===== src/design/art_pkg.sv =====
// Shared constants, codes and types of the acknowledgement retransmit table.
package art_pkg;

  localparam int ENTRIES    = 16;
  localparam int IDX_W      = (ENTRIES > 1) ? $clog2(ENTRIES) : 1;
  localparam int SCAN_W     = $clog2(ENTRIES + 1);
  localparam int ID_W       = 8;
  localparam int TRIES_W    = 8;
  localparam int TIME_W     = 32;
  localparam int TMO_W      = 16;
  localparam int LIMIT_W    = 8;
  localparam int CFG_IDX_W  = 2;
  localparam int CFG_DATA_W = 16;
  localparam int CMD_W      = 2;
  localparam int STATUS_W   = 4;

  localparam logic [TMO_W-1:0]   MIN_TICKS      = TMO_W'(2);
  localparam logic [LIMIT_W-1:0] LIMIT_CAP      = LIMIT_W'(254);
  localparam logic [TMO_W-1:0]   PERIOD_RESET   = TMO_W'(1);
  localparam logic [LIMIT_W-1:0] LIMIT_RESET    = LIMIT_W'(3);

  typedef enum logic [CFG_IDX_W-1:0] {
    REG_TICK_PERIOD = 2'd0,
    REG_RETRY_LIMIT = 2'd1
  } reg_idx_t;

  typedef enum logic [CMD_W-1:0] {
    CMD_SEND  = 2'd0,
    CMD_ACK   = 2'd1,
    CMD_TICK  = 2'd2,
    CMD_CHECK = 2'd3
  } cmd_t;

  typedef enum logic [STATUS_W-1:0] {
    ST_ADDED       = 4'd0,
    ST_RETRY       = 4'd1,
    ST_DROPPED     = 4'd2,
    ST_FULL        = 4'd3,
    ST_ACKED       = 4'd4,
    ST_RESEND      = 4'd5,
    ST_RESEND_DROP = 4'd6,
    ST_NONE_DUE    = 4'd7,
    ST_TICK        = 4'd8
  } status_t;

  typedef struct packed {
    logic [ID_W-1:0]    id;
    logic [TRIES_W-1:0] tries;
    logic [TIME_W-1:0]  deadline;
  } entry_t;

endpackage


===== src/design/ack_retransmit_table.sv =====
// Top level of the acknowledgement retransmit table.
//
//  channel   | handshake                         | payload
//  ----------+-----------------------------------+--------------------------------
//  request   | start, busy (taken: start & !busy)| command, packet_id, ack_timeout
//  result    | strobe (one cycle, no stall)      | status, result_id, last
//  config    | cfg_valid, cfg_ready (always 1)   | cfg_index, cfg_data
//
// A tick answers in the cycle after it is taken. Ack and check walk every slot,
// one memory read a cycle, and give the final result from the flush state after the scan.
// A send walks the memory while the divider works out timeout / period; a hit answers
// from the scan, an insert or a full table from the add state once the divider is done.
// The next request is taken at the edge that ends the final result. Reset clears the
// valid bits, the time counter and the control state; busy holds requests off.
module ack_retransmit_table (
  input  logic                           clk,
  input  logic                           rst,
  input  logic                           start,
  output logic                           busy,
  input  logic [art_pkg::CMD_W-1:0]      command,
  input  logic [art_pkg::ID_W-1:0]       packet_id,
  input  logic [art_pkg::TMO_W-1:0]      ack_timeout,
  output logic                           strobe,
  output logic [art_pkg::STATUS_W-1:0]   status,
  output logic [art_pkg::ID_W-1:0]       result_id,
  output logic                           last,
  input  logic                           cfg_valid,
  output logic                           cfg_ready,
  input  logic [art_pkg::CFG_IDX_W-1:0]  cfg_index,
  input  logic [art_pkg::CFG_DATA_W-1:0] cfg_data
);
  import art_pkg::*;

  typedef enum logic [1:0] {
    S_IDLE,
    S_SCAN,
    S_ADD,
    S_FLUSH
  } state_t;

  // Configuration registers
  logic [TMO_W-1:0]   tick_period_ms;
  logic [LIMIT_W-1:0] retry_limit;

  // Control state
  state_t            state;
  cmd_t              cmd_q;
  logic [ID_W-1:0]   pid_q;
  logic [SCAN_W-1:0] scan_idx;
  logic              rd_valid;
  logic [IDX_W-1:0]  rd_idx;
  logic [ENTRIES-1:0] entry_valid;
  logic [TIME_W-1:0] current_time;

  // Held check result, sent once the next one (or the end of scan) is known
  logic              pend_valid;
  status_t           pend_status;
  logic [ID_W-1:0]   pend_id;

  status_t           status_q;

  // Entry memory: one read and one write port, registered read data
  entry_t            mem [ENTRIES];
  entry_t            mem_q;
  logic              wr_en;
  logic [IDX_W-1:0]  wr_addr;
  entry_t            wr_data;

  // Divider
  logic              div_start;
  logic [TMO_W-1:0]  div_quo;
  logic              div_done;

  // Data stage of the scan
  logic [TIME_W-1:0]  age;
  logic               id_hit;
  logic               due_hit;
  logic [LIMIT_W-1:0] lim;
  logic [TRIES_W-1:0] tries_inc;
  logic               drop;
  logic               last_idx;
  logic               retry_wr;

  // Insert side
  logic               free_found;
  logic [IDX_W-1:0]   free_idx;
  logic [TMO_W-1:0]   ticks;

  assign cfg_ready = 1'b1;
  assign busy      = (state != S_IDLE);
  assign status    = status_q;

  // ---------------------------------------------------------------- config
  always_ff @(posedge clk) begin
    if (rst) begin
      tick_period_ms <= PERIOD_RESET;
      retry_limit    <= LIMIT_RESET;
    end else if (cfg_valid && cfg_ready) begin
      unique case (cfg_index)
        REG_TICK_PERIOD: tick_period_ms <= cfg_data;
        REG_RETRY_LIMIT: retry_limit    <= cfg_data[LIMIT_W-1:0];
        default: ;  // no register at this index: drop the write
      endcase
    end
  end

  // ---------------------------------------------------------------- divider
  assign div_start = start && !busy && (cmd_t'(command) == CMD_SEND);

  art_div u_div (
    .clk      (clk),
    .rst      (rst),
    .start    (div_start),
    .dividend (ack_timeout),
    .divisor  (tick_period_ms),
    .quotient (div_quo),
    .done     (div_done)
  );

  assign ticks = (div_quo < MIN_TICKS) ? MIN_TICKS : div_quo;

  // ---------------------------------------------------------------- data stage
  // An entry is due once the deadline is reached, modulo the 32-bit wrap.
  assign age       = current_time - mem_q.deadline;
  assign id_hit    = entry_valid[rd_idx] && (mem_q.id == pid_q);
  assign due_hit   = entry_valid[rd_idx] && !age[TIME_W-1];
  assign lim       = (retry_limit > LIMIT_CAP) ? LIMIT_CAP : retry_limit;
  assign tries_inc = (mem_q.tries == '1) ? mem_q.tries : mem_q.tries + TRIES_W'(1);
  assign drop      = (tries_inc > lim);
  assign last_idx  = (rd_idx == IDX_W'(ENTRIES - 1));

  // A retry that survives writes its new count back in place.
  assign retry_wr = (state == S_SCAN) && rd_valid && !drop &&
                    (((cmd_q == CMD_SEND) && id_hit) || ((cmd_q == CMD_CHECK) && due_hit));

  // Lowest free slot
  always_comb begin
    free_found = 1'b0;
    free_idx   = '0;
    for (int i = ENTRIES - 1; i >= 0; i--) begin
      if (!entry_valid[i]) begin
        free_found = 1'b1;
        free_idx   = IDX_W'(i);
      end
    end
  end

  always_comb begin
    wr_en   = 1'b0;
    wr_addr = rd_idx;
    wr_data = '{id: mem_q.id, tries: tries_inc, deadline: mem_q.deadline};
    if (retry_wr) begin
      wr_en = 1'b1;
    end else if ((state == S_ADD) && div_done && free_found) begin
      wr_en   = 1'b1;
      wr_addr = free_idx;
      wr_data = '{id: pid_q, tries: '0,
                  deadline: current_time + {{(TIME_W-TMO_W){1'b0}}, ticks}};
    end
  end

  always_ff @(posedge clk) begin
    if (wr_en) begin
      mem[wr_addr] <= wr_data;
    end
    mem_q <= mem[scan_idx[IDX_W-1:0]];
  end

  // ---------------------------------------------------------------- sequencer
  always_ff @(posedge clk) begin
    if (rst) begin
      state        <= S_IDLE;
      rd_valid     <= 1'b0;
      pend_valid   <= 1'b0;
      strobe       <= 1'b0;
      entry_valid  <= '0;
      current_time <= '0;
      scan_idx     <= '0;
    end else begin
      strobe <= 1'b0;
      unique case (state)
        S_IDLE: begin
          if (start) begin
            cmd_q <= cmd_t'(command);
            pid_q <= packet_id;
            if (cmd_t'(command) == CMD_TICK) begin
              // advance time and answer at once
              current_time <= current_time + TIME_W'(1);
              strobe       <= 1'b1;
              status_q     <= ST_TICK;
              result_id    <= '0;
              last         <= 1'b1;
            end else begin
              state      <= S_SCAN;
              scan_idx   <= '0;
              rd_valid   <= 1'b0;
              pend_valid <= 1'b0;
            end
          end
        end

        S_SCAN: begin
          // read side: issue one slot a cycle
          if (scan_idx < SCAN_W'(ENTRIES)) begin
            rd_valid <= 1'b1;
            rd_idx   <= scan_idx[IDX_W-1:0];
            scan_idx <= scan_idx + SCAN_W'(1);
          end else begin
            rd_valid <= 1'b0;
          end

          // data side: act on the slot read last cycle
          if (rd_valid) begin
            case (cmd_q)
              CMD_SEND: begin
                if (id_hit) begin
                  if (drop) begin
                    entry_valid[rd_idx] <= 1'b0;
                  end
                  strobe    <= 1'b1;
                  status_q  <= drop ? ST_DROPPED : ST_RETRY;
                  result_id <= pid_q;
                  last      <= 1'b1;
                  rd_valid  <= 1'b0;
                  state     <= S_IDLE;
                end else if (last_idx) begin
                  state <= S_ADD;
                end
              end
              CMD_ACK: begin
                if (id_hit) begin
                  entry_valid[rd_idx] <= 1'b0;
                end
                if (last_idx) begin
                  state <= S_FLUSH;
                end
              end
              CMD_CHECK: begin
                if (due_hit) begin
                  if (drop) begin
                    entry_valid[rd_idx] <= 1'b0;
                  end
                  // release the held result, hold this one
                  if (pend_valid) begin
                    strobe    <= 1'b1;
                    status_q  <= pend_status;
                    result_id <= pend_id;
                    last      <= 1'b0;
                  end
                  pend_valid  <= 1'b1;
                  pend_status <= drop ? ST_RESEND_DROP : ST_RESEND;
                  pend_id     <= mem_q.id;
                end
                if (last_idx) begin
                  state <= S_FLUSH;
                end
              end
              default: begin
                rd_valid <= 1'b0;
                state    <= S_IDLE;
              end
            endcase
          end
        end

        S_ADD: begin
          if (div_done) begin
            strobe    <= 1'b1;
            result_id <= pid_q;
            last      <= 1'b1;
            if (free_found) begin
              entry_valid[free_idx] <= 1'b1;
              status_q              <= ST_ADDED;
            end else begin
              status_q <= ST_FULL;
            end
            state <= S_IDLE;
          end
        end

        S_FLUSH: begin
          strobe <= 1'b1;
          last   <= 1'b1;
          if (cmd_q == CMD_ACK) begin
            status_q  <= ST_ACKED;
            result_id <= pid_q;
          end else if (pend_valid) begin
            status_q  <= pend_status;
            result_id <= pend_id;
          end else begin
            status_q  <= ST_NONE_DUE;
            result_id <= '0;
          end
          pend_valid <= 1'b0;
          state      <= S_IDLE;
        end

        default: state <= S_IDLE;
      endcase
    end
  end

  // ---------------------------------------------------------------- checks
  a_read_only_in_scan: assert property (@(posedge clk) disable iff (rst)
    (state != S_SCAN) |-> !rd_valid)
    else $error("memory read stage active outside the scan");

  a_add_answers: assert property (@(posedge clk) disable iff (rst)
    (state == S_ADD && div_done) |=> (strobe && last && state == S_IDLE))
    else $error("insert finished without a final result");

  a_partial_in_check: assert property (@(posedge clk) disable iff (rst)
    (strobe && !last) |-> (cmd_q == CMD_CHECK && (state == S_SCAN || state == S_FLUSH)))
    else $error("non-final result outside a check scan");

endmodule


===== src/design/art_div.sv =====
// Restoring divider, one quotient bit per cycle, for the timeout in ticks.
module art_div (
  input  logic                      clk,
  input  logic                      rst,
  input  logic                      start,
  input  logic [art_pkg::TMO_W-1:0] dividend,
  input  logic [art_pkg::TMO_W-1:0] divisor,
  output logic [art_pkg::TMO_W-1:0] quotient,
  output logic                      done
);
  import art_pkg::*;

  localparam int CNT_W = $clog2(TMO_W + 1);

  logic [CNT_W-1:0] count;
  logic [TMO_W-1:0] rem;
  logic [TMO_W-1:0] quo;
  logic [TMO_W-1:0] dsr;
  logic [TMO_W:0]   trial;

  assign trial    = {rem, quo[TMO_W-1]} - {1'b0, dsr};
  assign quotient = quo;

  always_ff @(posedge clk) begin
    if (rst) begin
      count <= '0;
      done  <= 1'b0;
    end else if (start) begin
      rem   <= '0;
      quo   <= dividend;
      // treat a zero divisor as one
      dsr   <= (divisor == '0) ? TMO_W'(1) : divisor;
      count <= CNT_W'(TMO_W);
      done  <= 1'b0;
    end else if (count != '0) begin
      if (!trial[TMO_W]) begin
        rem <= trial[TMO_W-1:0];
        quo <= {quo[TMO_W-2:0], 1'b1};
      end else begin
        rem <= {rem[TMO_W-2:0], quo[TMO_W-1]};
        quo <= {quo[TMO_W-2:0], 1'b0};
      end
      count <= count - CNT_W'(1);
      if (count == CNT_W'(1)) begin
        done <= 1'b1;
      end
    end
  end

endmodule

===== config.mk =====
export PLATFORM = sky130hd
export DESIGN_NAME = ack_retransmit_table
export DESIGN_NICKNAME = d
export VERILOG_FILES = /design/src/design/art_pkg.sv /design/src/design/ack_retransmit_table.sv /design/src/design/art_div.sv
export SDC_FILE = /design/constraint.sdc
export NUM_CORES = 1
export LEC_CHECK = 0
export ABC_AREA = 1
export BUFFER_PORTS_ARGS = -buffer_cell sky130_fd_sc_hd__buf_4
export CORE_MARGIN = 2
export CORE_UTILIZATION = 35
export CTS_BUF_LIST = sky130_fd_sc_hd__clkbuf_16
export CTS_CLUSTER_SIZE = 10
export DETAILED_ROUTE_END_ITERATION = 6
export GPL_ROUTABILITY_DRIVEN = 1
export SYNTH_ARGS = -nofsm -noshare
export SYNTH_HDL_FRONTEND = slang
export SYNTH_SLANG_ARGS = --single-unit

===== constraint.sdc =====
create_clock -name clk -period 8.6 [get_ports clk]
set_clock_uncertainty 0.15 [all_clocks]
set_input_delay 0.43 -clock clk [delete_from_list [all_inputs] [get_ports clk]]
set_output_delay 0.43 -clock clk [all_outputs]
set_load 0.005 [all_outputs]

==> results of run 1 <==
worst min path at each step:
stage / from / to / slack (ns)
floorplan: scan_idx[2]$_SDFFE_PP0P_ / rd_idx[2]$_DFFE_PP_ / 0.26
global placement: tick_period_ms[2]$_SDFFE_PP0P_ / u_div.dsr[2]$_SDFFCE_PN0P_ / 0.29
detailed placement: tick_period_ms[14]$_SDFFE_PP0P_ / u_div.dsr[14]$_SDFFCE_PN0P_ / 0.29
CTS: ack_timeout[15] / u_div.quotient[15]$_DFFE_PP_ / 0.02
global route: ack_timeout[15] / u_div.quotient[15]$_DFFE_PP_ / 0.06
finish: ack_timeout[15] / u_div.quotient[15]$_DFFE_PP_ / 0.07
metrics by stage:
stage	util	hold WS, ns	instance area (um^2)
after global placement	0.372	0.293	44500
after global routing	0.403	0.0613	48200
after CTS	0.403	0.0241	48200
after detailed placement	0.372	0.292	44500
after floorplan	-	0.256	42100
final	0.403	0.0689	48200
state kept, by name, summed over array words and instances, names as in the netlist, 5 cells and up:
| register | cells |
|---|---|
| retry_limit | 8 |
| u_div.quotient | 16 |
| u_div.rem | 16 |
| pend_id | 8 |
| entry_valid | 16 |
| u_div.count | 5 |
| result_id | 8 |
| scan_idx | 5 |
| u_div.dsr | 16 |
| current_time | 32 |
| mem_q | 48 |
| pid_q | 8 |
| tick_period_ms | 16 |
| mem | 768 |
layout make-up:
| type | instances | share of cell area |
|---|---|---|
| Sequential cell | 989 | 0.588 |
| Multi-Input combinational cell | 2216 | 0.253 |
| Clock buffer | 114 | 0.0592 |
| Tap cell | 1612 | 0.0418 |
| Timing Repair Buffer | 175 | 0.0296 |
| Inverter | 237 | 0.0186 |
| Clock inverter | 98 | 0.00952 |
logic make-up (layout without fill, tap and decap cells):
logic type,count (synthesis),in the layout
AO/OA/AOI/OAI,719,719
XOR/XNOR,46,46
adder cells (fa/ha/maj),81,81
buffers and inverters,447,624
flip-flops,989,989
multiplexers,78,78
other,1,1
AND/OR/NAND/NOR,1291,1291
power by group through the flow:
| stage | clock network [W] | registers (W) | logic, W |
|---|---|---|---|
| final | 0.00427 | 0.00608 | 0.00279 |
| after global routing | 0.00454 | 0.00610 | 0.00312 |
| after CTS | 0.00434 | 0.00608 | 0.00280 |
| after detailed placement | 0 | 0.00617 | 0.00277 |
| after global placement | 0 | 0.00617 | 0.00275 |
| after floorplan | 0 | 0.00607 | 0.00195 |
critical path, delay by kind of cell, from the launching register on:
family,cells,cell delay [ns]
AO/OA/AOI/OAI,1,0.32
flip-flops,1,0.50
buffers and inverters,5,1.99
AND/OR/NAND/NOR,5,2.08
placed cells by master, fill, tap and decap left out, types with 23 or more instances in the layout:
| cell | synthesis | routed |
|---|---|---|
| sky130_fd_sc_hd__o32ai_1 | 115 | 115 |
| sky130_fd_sc_hd__nor3_1 | 29 | 24 |
| sky130_fd_sc_hd__mux2i_1 | 77 | 77 |
| sky130_fd_sc_hd__buf_4 | 2 | 133 |
| sky130_fd_sc_hd__o21ai_0 | 323 | 317 |
| sky130_fd_sc_hd__xor2_1 | 28 | 28 |
| sky130_fd_sc_hd__nor2_1 | 576 | 563 |
| sky130_fd_sc_hd__nand2_1 | 467 | 467 |
| sky130_fd_sc_hd__inv_1 | 227 | 306 |
| sky130_fd_sc_hd__o221ai_1 | 77 | 77 |
| sky130_fd_sc_hd__a21oi_1 | 119 | 118 |
| sky130_fd_sc_hd__nand3_1 | 139 | 139 |
| sky130_fd_sc_hd__dfxtp_1 | 136 | 133 |
| sky130_fd_sc_hd__dlygate4sd3_1 | 0 | 41 |
| sky130_fd_sc_hd__o211ai_1 | 23 | 23 |
| sky130_fd_sc_hd__ha_1 | 79 | 79 |
| sky130_fd_sc_hd__clkbuf_16 | 0 | 114 |
| sky130_fd_sc_hd__edfxtp_1 | 853 | 853 |
per-layer routing:
layer  vias up  part of all wire
li1      13300                 -
met3       151             0.056
met4         0             0.021
met5         -                 0
met2       846              0.47
met1     13700              0.45
==> metrics.txt, run 1 <==
# TYPE chip_impl_metric gauge
chip_impl_info{name="status",value="finished clean"} 1
chip_impl_metric{name="grt_overflow_total",unit=""} 0
chip_impl_metric{name="power_density",unit="nW/um^2"} 272
chip_impl_metric{name="design.portCount",unit=""} 64
chip_impl_metric{name="fillerInstances",unit=""} 11200
chip_impl_info{name="endpoint_kind",value="flop"} 1
chip_impl_metric{name="post_synth.cell_area_avg",unit="um^2"} 11.5
chip_impl_metric{name="compound_gate_fraction_of_synth_area",unit=""} 0.107
chip_impl_metric{name="finalWorstPathRequiredPeriod",unit="ns"} 5.49
chip_impl_metric{name="drtAntennaViolNets",unit=""} 0
chip_impl_info{name="postSynth.topFlopCell",value="sky130_fd_sc_hd__edfxtp_1"} 1
chip_impl_info{name="timing.critical_path.mode_cell",value="sky130_fd_sc_hd__inv_2"} 1
chip_impl_info{name="termination_of_the_worst_setup_path",value="mem[12][23]$_DFFE_PP_"} 1
chip_impl_metric{name="die_area",unit="um^2"} 123000
chip_impl_info{name="grt_setup_unrepaired",value="no"} 1
chip_impl_metric{name="cts_hold_repair.buffers",unit=""} 41
chip_impl_info{name="startpoint_type",value="flop"} 1
chip_impl_metric{name="switching_share",unit=""} 0.303
chip_impl_metric{name="worst_ir_drop_vdd",unit="uV"} 199
chip_impl_info{name="synth_most_common_cell",value="sky130_fd_sc_hd__edfxtp_1"} 1
chip_impl_metric{name="via_count",unit=""} 28000
chip_impl_metric{name="total_power",unit="W"} 0.0131
chip_impl_metric{name="maxCapViolations",unit=""} 0
chip_impl_metric{name="gp_routability_congestion",unit=""} 0.901
chip_impl_metric{name="port_buffers",unit=""} 62
chip_impl_metric{name="synthesis.nets",unit=""} 3781
chip_impl_metric{name="internal_power",unit="W"} 0.00915
chip_impl_metric{name="crit_fanout",unit=""} 55
chip_impl_metric{name="totalNegativeSetupSlack",unit="ns"} 0
chip_impl_metric{name="use_met3",unit=""} 0.0235
chip_impl_metric{name="share_clk_of_total_power",unit=""} 0.325
chip_impl_metric{name="area_growth_syn_to_layout",unit="%"} 14.5
chip_impl_metric{name="yosys_register_bits",unit=""} 989
chip_impl_metric{name="synth-seq-area-share",unit=""} 0.673
chip_impl_metric{name="synth_largest_type_area_fraction",unit=""} 0.608
chip_impl_metric{name="cts_sinks",unit=""} 989
chip_impl_metric{name="slew_viol_final",unit=""} 0
chip_impl_info{name="synth.largest_area_cell",value="sky130_fd_sc_hd__edfxtp_1"} 1
chip_impl_info{name="worstHoldPathType",value="primary input to flop"} 1
chip_impl_metric{name="post_synth_instance_area",unit="um^2"} 42100
chip_impl_metric{name="cts_repair_resize_count",unit=""} 0
chip_impl_metric{name="first_global_vias",unit=""} 26800
chip_impl_metric{name="fmax",unit="MHz"} 182
chip_impl_info{name="reg2reg_start",value="state[1]$_SDFFE_PP0P_"} 1
chip_impl_metric{name="die_w",unit="um"} 351
chip_impl_metric{name="detail_route.vias_per_cell",unit=""} 5.14
chip_impl_metric{name="cp.required",unit="ns"} 8.76
chip_impl_metric{name="numCtsBuffers",unit=""} 113
chip_impl_metric{name="worstRegToRegCells",unit=""} 11
chip_impl_metric{name="arrival",unit="ns"} 5.64
chip_impl_metric{name="groute.usage.overall",unit=""} 0.171
chip_impl_metric{name="final-setup-viol-count",unit=""} 0
chip_impl_metric{name="remaining_drc_errors",unit=""} 0
chip_impl_metric{name="dp_worst_slack",unit="ns"} 3.08
chip_impl_metric{name="gr-usage-met2",unit=""} 0.281
chip_impl_metric{name="critPathMaxStageDelay",unit="ns"} 0.97
chip_impl_info{name="synthTopCellsByArea",value="sky130_fd_sc_hd__edfxtp_1 (61%), sky130_fd_sc_hd__dfxtp_1 (6.5%), sky130_fd_sc_hd__nor2_1 (5.1%)"} 1
chip_impl_metric{name="fin_crit_sh",unit=""} 0.638
chip_impl_metric{name="start_util",unit=""} 0.352
chip_impl_metric{name="route.detailed.wl_per_inst",unit="um"} 19.8
chip_impl_metric{name="final_critical_path_setup_slack",unit="ns"} 3.11
chip_impl_metric{name="synth_async_reset_ratio",unit=""} 0
chip_impl_metric{name="grt_antenna_before_repair",unit=""} 0
chip_impl_metric{name="drt_first_pass_iters",unit=""} 5
chip_impl_info{name="critPathKind",value="flop to flop"} 1
chip_impl_metric{name="seqCellArea",unit="um^2"} 28300
chip_impl_metric{name="drive_above_1_share",unit=""} 0.0898
chip_impl_metric{name="sequential_power_share",unit=""} 0.463
chip_impl_metric{name="relative_slew_slack",unit=""} 0.0641
chip_impl_metric{name="postCtsSetupBuffers",unit=""} 0
chip_impl_info{name="critical_path.startpoint",value="state[1]$_SDFFE_PP0P_"} 1
chip_impl_metric{name="first_pass_grt_wire_length",unit="um"} 163000
chip_impl_info{name="synth_top_family_by_area",value="simple AND/OR/NAND/NOR gates"} 1
chip_impl_metric{name="power.share.combinational",unit=""} 0.212
chip_impl_metric{name="insertion_delay",unit="ns"} 0.70
chip_impl_metric{name="hold_depth",unit=""} 3
chip_impl_metric{name="drt_first_iter_violations",unit=""} 2479
chip_impl_info{name="ctsRootBufferMaster",value="sky130_fd_sc_hd__clkbuf_16"} 1
chip_impl_metric{name="hold_viol_final",unit=""} 0
chip_impl_metric{name="n_antenna_cell",unit=""} 0
chip_impl_metric{name="global_route.usage.met1",unit=""} 0.236
chip_impl_info{name="synth_common_cells",value="sky130_fd_sc_hd__edfxtp_1 (853), sky130_fd_sc_hd__nor2_1 (576), sky130_fd_sc_hd__nand2_1 (467)"} 1
chip_impl_metric{name="synth.lib_cells_used.distinct",unit=""} 61
chip_impl_metric{name="layout.cells.non_filler",unit=""} 5441
chip_impl_metric{name="synthAdderAreaFrac",unit=""} 0.0244
chip_impl_metric{name="post-dp-hpwl",unit="um"} 62600
chip_impl_info{name="most_crowded_layer_gr",value="met2"} 1
chip_impl_metric{name="grt_max_degree",unit=""} 185
chip_impl_metric{name="placement_rows",unit=""} 127
chip_impl_metric{name="reg2reg_slack",unit="ns"} 3.11
chip_impl_info{name="timing.rr.end",value="mem[12][23]$_DFFE_PP_"} 1
chip_impl_metric{name="placeableCoreArea",unit="um^2"} 120000
chip_impl_info{name="timing.critical_path.slowest_stage_cell",value="sky130_fd_sc_hd__inv_2"} 1
chip_impl_metric{name="synth-edff-count",unit=""} 853
chip_impl_metric{name="clock_tree.htree_level_count",unit=""} 3
chip_impl_info{name="timing.critical_path.cells",value="inv_1 -> nor2_2 -> inv_2 -> nor2_2 -> nand2_2 -> inv_2 -> a21oi_1 -> inv_2 -> nand3_1 -> nor2_4 -> buf_4"} 1
chip_impl_metric{name="finalNetCount",unit=""} 3861
chip_impl_metric{name="tightest_slew",unit="ns"} 1.39
chip_impl_metric{name="clk_pin_slew",unit="ns"} 0.06
chip_impl_metric{name="power.static_leakage",unit="nW"} 17.0
chip_impl_metric{name="share_of_synthesized_area_spent_on_multiplexers",unit=""} 0.0186
chip_impl_metric{name="ctsLongestPathBuffers",unit=""} 3
chip_impl_metric{name="warnings_synthesis",unit=""} 0
chip_impl_info{name="clock_tree_from_tritoncts",value="built"} 1
chip_impl_metric{name="multi_input_area",unit="um^2"} 12200
chip_impl_metric{name="synth_xor_area_frac",unit=""} 0.00956
chip_impl_metric{name="die_height",unit="um"} 351
chip_impl_metric{name="sum_of_routed_wire_length_over_all_layers",unit="um"} 108000
chip_impl_metric{name="placed_cells",unit=""} 5188
chip_impl_metric{name="postSynthCellCount",unit=""} 3652
chip_impl_metric{name="power.net_switching",unit="W"} 0.00398
chip_impl_metric{name="post_synth_and_or_nand_nor_area_fraction",unit=""} 0.128
(Power assumes the default switching activity.)
==> inputs of run 2 (changes only) <==
- ABC_AREA: 1 -> 0
- clock period: 8.6 -> 5.5 ns (I/O delays scaled with it)
==> run 2 against run 1 <==
Critical path depth up 6. Die area down 2.9%. Sequential share of layout area up 0.93 points. Clock power up 52%. Sequential power up 40%. Setup slack worse by 2.6 ns. Count of clock-buffer cells in the layout down 2. Largest power group unchanged. First-iteration DRC count down 40%. Total power up 25%.
==> metrics.txt, run 2 <==
# TYPE chip_impl_metric gauge
chip_impl_metric{name="largest_reg_flops",unit=""} 768
chip_impl_metric{name="maxCapViolations",unit=""} 0
chip_impl_info{name="reg.largest.list",value="mem (768), mem_q (48), current_time (32)"} 1
chip_impl_metric{name="grt_max_degree",unit=""} 104
chip_impl_metric{name="worstRegToRegCells",unit=""} 17
chip_impl_metric{name="die_w",unit="um"} 346
chip_impl_metric{name="yosys_register_bits",unit=""} 989
chip_impl_metric{name="post-dp-hpwl",unit="um"} 54700
chip_impl_info{name="final_cell_mix",value="sky130_fd_sc_hd__edfxtp_1 (853), sky130_fd_sc_hd__mux4_2 (242), sky130_fd_sc_hd__nand2_1 (196), sky130_fd_sc_hd__inv_1 (159), sky130_fd_sc_hd__dfxtp_1 (132)"} 1
chip_impl_metric{name="die_height",unit="um"} 346
chip_impl_metric{name="cp.required",unit="ns"} 5.68
chip_impl_metric{name="sequential_power_share",unit=""} 0.517
chip_impl_metric{name="area_growth_syn_to_layout",unit="%"} 16.1
chip_impl_metric{name="drtAntennaViolNets",unit=""} 0
chip_impl_metric{name="die_area",unit="um^2"} 120000
chip_impl_info{name="synthTopCellsByArea",value="sky130_fd_sc_hd__edfxtp_1 (63%), sky130_fd_sc_hd__mux4_2 (13%), sky130_fd_sc_hd__dfxtp_1 (6.7%)"} 1
chip_impl_info{name="critPathKind",value="flop to flop"} 1
chip_impl_metric{name="grt_overflow_total",unit=""} 0
chip_impl_info{name="status",value="finished clean"} 1
chip_impl_metric{name="tightest_slew",unit="ns"} 1.27
chip_impl_info{name="startpoint_type",value="flop"} 1
chip_impl_metric{name="postSynthCellCount",unit=""} 2396
chip_impl_metric{name="arrival",unit="ns"} 5.21
chip_impl_metric{name="drive_above_1_share",unit=""} 0.208
chip_impl_info{name="termination_of_the_worst_setup_path",value="mem[7][28]$_DFFE_PP_"} 1
chip_impl_metric{name="clk_pin_slew",unit="ns"} 0.05
chip_impl_info{name="most_frequent_standard_cell_in_the_layout_excluding_fill_and_tap_cells",value="sky130_fd_sc_hd__edfxtp_1"} 1
chip_impl_metric{name="detail_route.vias_per_cell",unit=""} 5.24
chip_impl_metric{name="post_synth.cell_area_avg",unit="um^2"} 17.1
chip_impl_metric{name="power.net_switching",unit="W"} 0.00375
chip_impl_info{name="timing.rr.end",value="mem[7][28]$_DFFE_PP_"} 1
chip_impl_info{name="worstHoldPathType",value="primary input to flop"} 1
chip_impl_info{name="clock_tree_from_tritoncts",value="built"} 1
chip_impl_metric{name="via_count",unit=""} 21900
chip_impl_metric{name="final_critical_path_setup_slack",unit="ns"} 0.475
chip_impl_info{name="ctsRootBufferMaster",value="sky130_fd_sc_hd__clkbuf_16"} 1
chip_impl_metric{name="crit_fanout",unit=""} 16
chip_impl_info{name="synth_most_common_cell",value="sky130_fd_sc_hd__edfxtp_1"} 1
chip_impl_metric{name="ctsLongestPathBuffers",unit=""} 3
chip_impl_metric{name="insertion_delay",unit="ns"} 0.68
chip_impl_metric{name="synth_largest_type_area_fraction",unit=""} 0.626
chip_impl_metric{name="design.portCount",unit=""} 64
chip_impl_metric{name="power.static_leakage",unit="nW"} 16.0
chip_impl_metric{name="fillerInstances",unit=""} 10300
chip_impl_metric{name="fmax",unit="MHz"} 199
chip_impl_metric{name="relative_slew_slack",unit=""} 0.154
chip_impl_metric{name="synth_async_reset_ratio",unit=""} 0
chip_impl_metric{name="switching_share",unit=""} 0.228
chip_impl_info{name="postSynth.topFlopCell",value="sky130_fd_sc_hd__edfxtp_1"} 1
chip_impl_metric{name="drt_first_iter_violations",unit=""} 1495
chip_impl_metric{name="power_density",unit="nW/um^2"} 346
chip_impl_metric{name="hold_depth",unit=""} 5
chip_impl_metric{name="cts_repair_resize_count",unit=""} 0
chip_impl_metric{name="synth.lib_cells_used.distinct",unit=""} 85
chip_impl_metric{name="clock_tree.htree_level_count",unit=""} 3
chip_impl_metric{name="slew_viol_final",unit=""} 0
chip_impl_metric{name="drt_first_pass_iters",unit=""} 5
chip_impl_info{name="synth_common_cells",value="sky130_fd_sc_hd__edfxtp_1 (853), sky130_fd_sc_hd__mux4_2 (242), sky130_fd_sc_hd__nand2_1 (196)"} 1
chip_impl_info{name="endpoint_kind",value="flop"} 1
chip_impl_metric{name="finalWorstPathRequiredPeriod",unit="ns"} 5.02
chip_impl_metric{name="reg2reg_slack",unit="ns"} 0.48
chip_impl_metric{name="worst_ir_drop_vdd",unit="uV"} 223
chip_impl_metric{name="post_synth_instance_area",unit="um^2"} 40900
chip_impl_metric{name="synth-edff-count",unit=""} 853
chip_impl_metric{name="finalNetCount",unit=""} 2689
chip_impl_info{name="grt_setup_unrepaired",value="no"} 1
chip_impl_metric{name="synth-seq-area-share",unit=""} 0.693
chip_impl_metric{name="warnings_synthesis",unit=""} 0
chip_impl_metric{name="power.share.combinational",unit=""} 0.088
chip_impl_metric{name="internal_power",unit="W"} 0.0127
chip_impl_metric{name="sum_of_routed_wire_length_over_all_layers",unit="um"} 94300
chip_impl_metric{name="remaining_drc_errors",unit=""} 0
chip_impl_metric{name="share_clk_of_total_power",unit=""} 0.395
chip_impl_metric{name="final-setup-viol-count",unit=""} 0
chip_impl_metric{name="gp_routability_congestion",unit=""} 0.790
chip_impl_info{name="synth.largest_area_cell",value="sky130_fd_sc_hd__edfxtp_1"} 1
chip_impl_metric{name="placement_rows",unit=""} 125
chip_impl_metric{name="port_buffers",unit=""} 62
chip_impl_metric{name="dp_worst_slack",unit="ns"} 0.188
chip_impl_metric{name="hold_viol_final",unit=""} 0
chip_impl_info{name="critical_path.startpoint",value="u_div.quotient[11]$_DFFE_PP_"} 1
chip_impl_metric{name="grt_antenna_before_repair",unit=""} 2
chip_impl_metric{name="worst_hold_slack",unit="ns"} 0.0783
chip_impl_metric{name="first_pass_grt_wire_length",unit="um"} 143000
chip_impl_info{name="regMostFlops",value="mem"} 1
chip_impl_metric{name="route.detailed.wl_per_inst",unit="um"} 22.5
chip_impl_metric{name="first_global_vias",unit=""} 22900
chip_impl_metric{name="synthesis.nets",unit=""} 2525
chip_impl_metric{name="groute.usage.overall",unit=""} 0.157
chip_impl_metric{name="numCtsBuffers",unit=""} 111
chip_impl_metric{name="cts_sinks",unit=""} 989
chip_impl_info{name="reg2reg_start",value="u_div.quotient[11]$_DFFE_PP_"} 1
chip_impl_metric{name="start_util",unit=""} 0.352
chip_impl_metric{name="fin_crit_sh",unit=""} 0.914
chip_impl_metric{name="placeableCoreArea",unit="um^2"} 116000
-- run 2: cell count changes in the layout (fill, tap and decap cells not counted), sizes merged, moves of 77 or more --
cell,before,now
o32ai,115,0
o221ai,77,0
o21ai,335,63
nand3,142,31
mux4,0,245
inv,322,165
nor2,594,98
nand2,472,197
-- run 2: power groups by stage --
| stage | sequential (W) | combinational, W | clock, W |
|---|---|---|---|
| CTS | 0.00849 | 0.00147 | 0.00665 |
| floorplan | 0.00859 | 0.00110 | 0 |
| global route | 0.00851 | 0.00162 | 0.00694 |
| detailed placement | 0.00864 | 0.00143 | 0 |
| finish | 0.00849 | 0.00145 | 0.00648 |
| global placement | 0.00864 | 0.00139 | 0 |
-- run 2: worst min-delay path by stage --
stage	start	slack (ns)	endpoint
floorplan	command[0]	0.22	cmd_q[0]$_DFFE_PP_
global placement	packet_id[0]	0.30	pid_q[0]$_DFFE_PP_
detailed placement	tick_period_ms[12]$_SDFFE_PP0P_	0.30	u_div.dsr[12]$_SDFFCE_PN0P_
CTS	cfg_valid	0.03	tick_period_ms[1]$_SDFFE_PP0P_
global route	cfg_valid	0.08	tick_period_ms[1]$_SDFFE_PP0P_
finish	cfg_valid	0.08	tick_period_ms[1]$_SDFFE_PP0P_
-- run 2: cell families after synthesis --
| kind of cell | synth area share |
|---|---|
| mux | 0.141 |
| simple gates | 0.0601 |
| flops | 0.693 |
| compound gates | 0.0401 |
| xor+xnor | 0.0186 |
| buf+inv | 0.0218 |
| fa+ha+maj | 0.0251 |
| other cells | 0.0000917 |
-- run 2: stage by stage --
step	instance area (um^2)	power [W]	util	TNS, ns	std cells
after floorplan	41000	0.00969	-	-522.44	2396
final	47500	0.0164	0.409	0	4180
after global routing	47500	0.0171	0.409	0	4179
after detailed placement	43700	0.0101	0.377	0	3918
after global placement	43700	0.0100	0.377	0	3918
after CTS	47500	0.0166	0.409	0	4179
-- run 2: layer usage --
metal  GRT usage  wire, um
met2       0.262     46200
met4      0.0517      2530
met3      0.0263      5580
met5           0         0
met1       0.209     40000
-- run 2: repair_timing --
item | 4_1_cts | 5_1_grt
hold buffers | 53 | 0
hold endpoints to repair | 69 | 0
buffers inserted | 0 | 0
-- run 2: area by class of cell --
class                   count  area [um^2]  share of cell area
inverters                  81          304             0.00640
well taps                1524         1910              0.0402
diodes                      1         2.50           0.0000527
clock buffers             112         2800              0.0590
clock inverters            96          423             0.00891
flip-flops and latches    989        28300               0.597
multi-input cells        1193        11900               0.251
repair buffers            184         1750              0.0369
-- run 2: worst max-delay path, cell delays in order, from the launching register on --
cell,delay [ns]
sky130_fd_sc_hd__edfxtp_1,0.42
sky130_fd_sc_hd__nor4_1,0.53
sky130_fd_sc_hd__nand4_1,0.21
sky130_fd_sc_hd__and2_1,0.22
sky130_fd_sc_hd__ha_1,0.20
sky130_fd_sc_hd__inv_1,0.08
sky130_fd_sc_hd__fa_1,0.20
sky130_fd_sc_hd__nor2b_1,0.05
sky130_fd_sc_hd__o21ai_0,0.19
sky130_fd_sc_hd__a21boi_0,0.13
sky130_fd_sc_hd__o21ai_0,0.24
sky130_fd_sc_hd__a21oi_1,0.18
sky130_fd_sc_hd__a211oi_1,0.65
sky130_fd_sc_hd__nor3_1,0.10
sky130_fd_sc_hd__buf_4,0.21
sky130_fd_sc_hd__nand3_1,0.10
sky130_fd_sc_hd__xor2_1,0.08
sky130_fd_sc_hd__o21ai_1,0.74
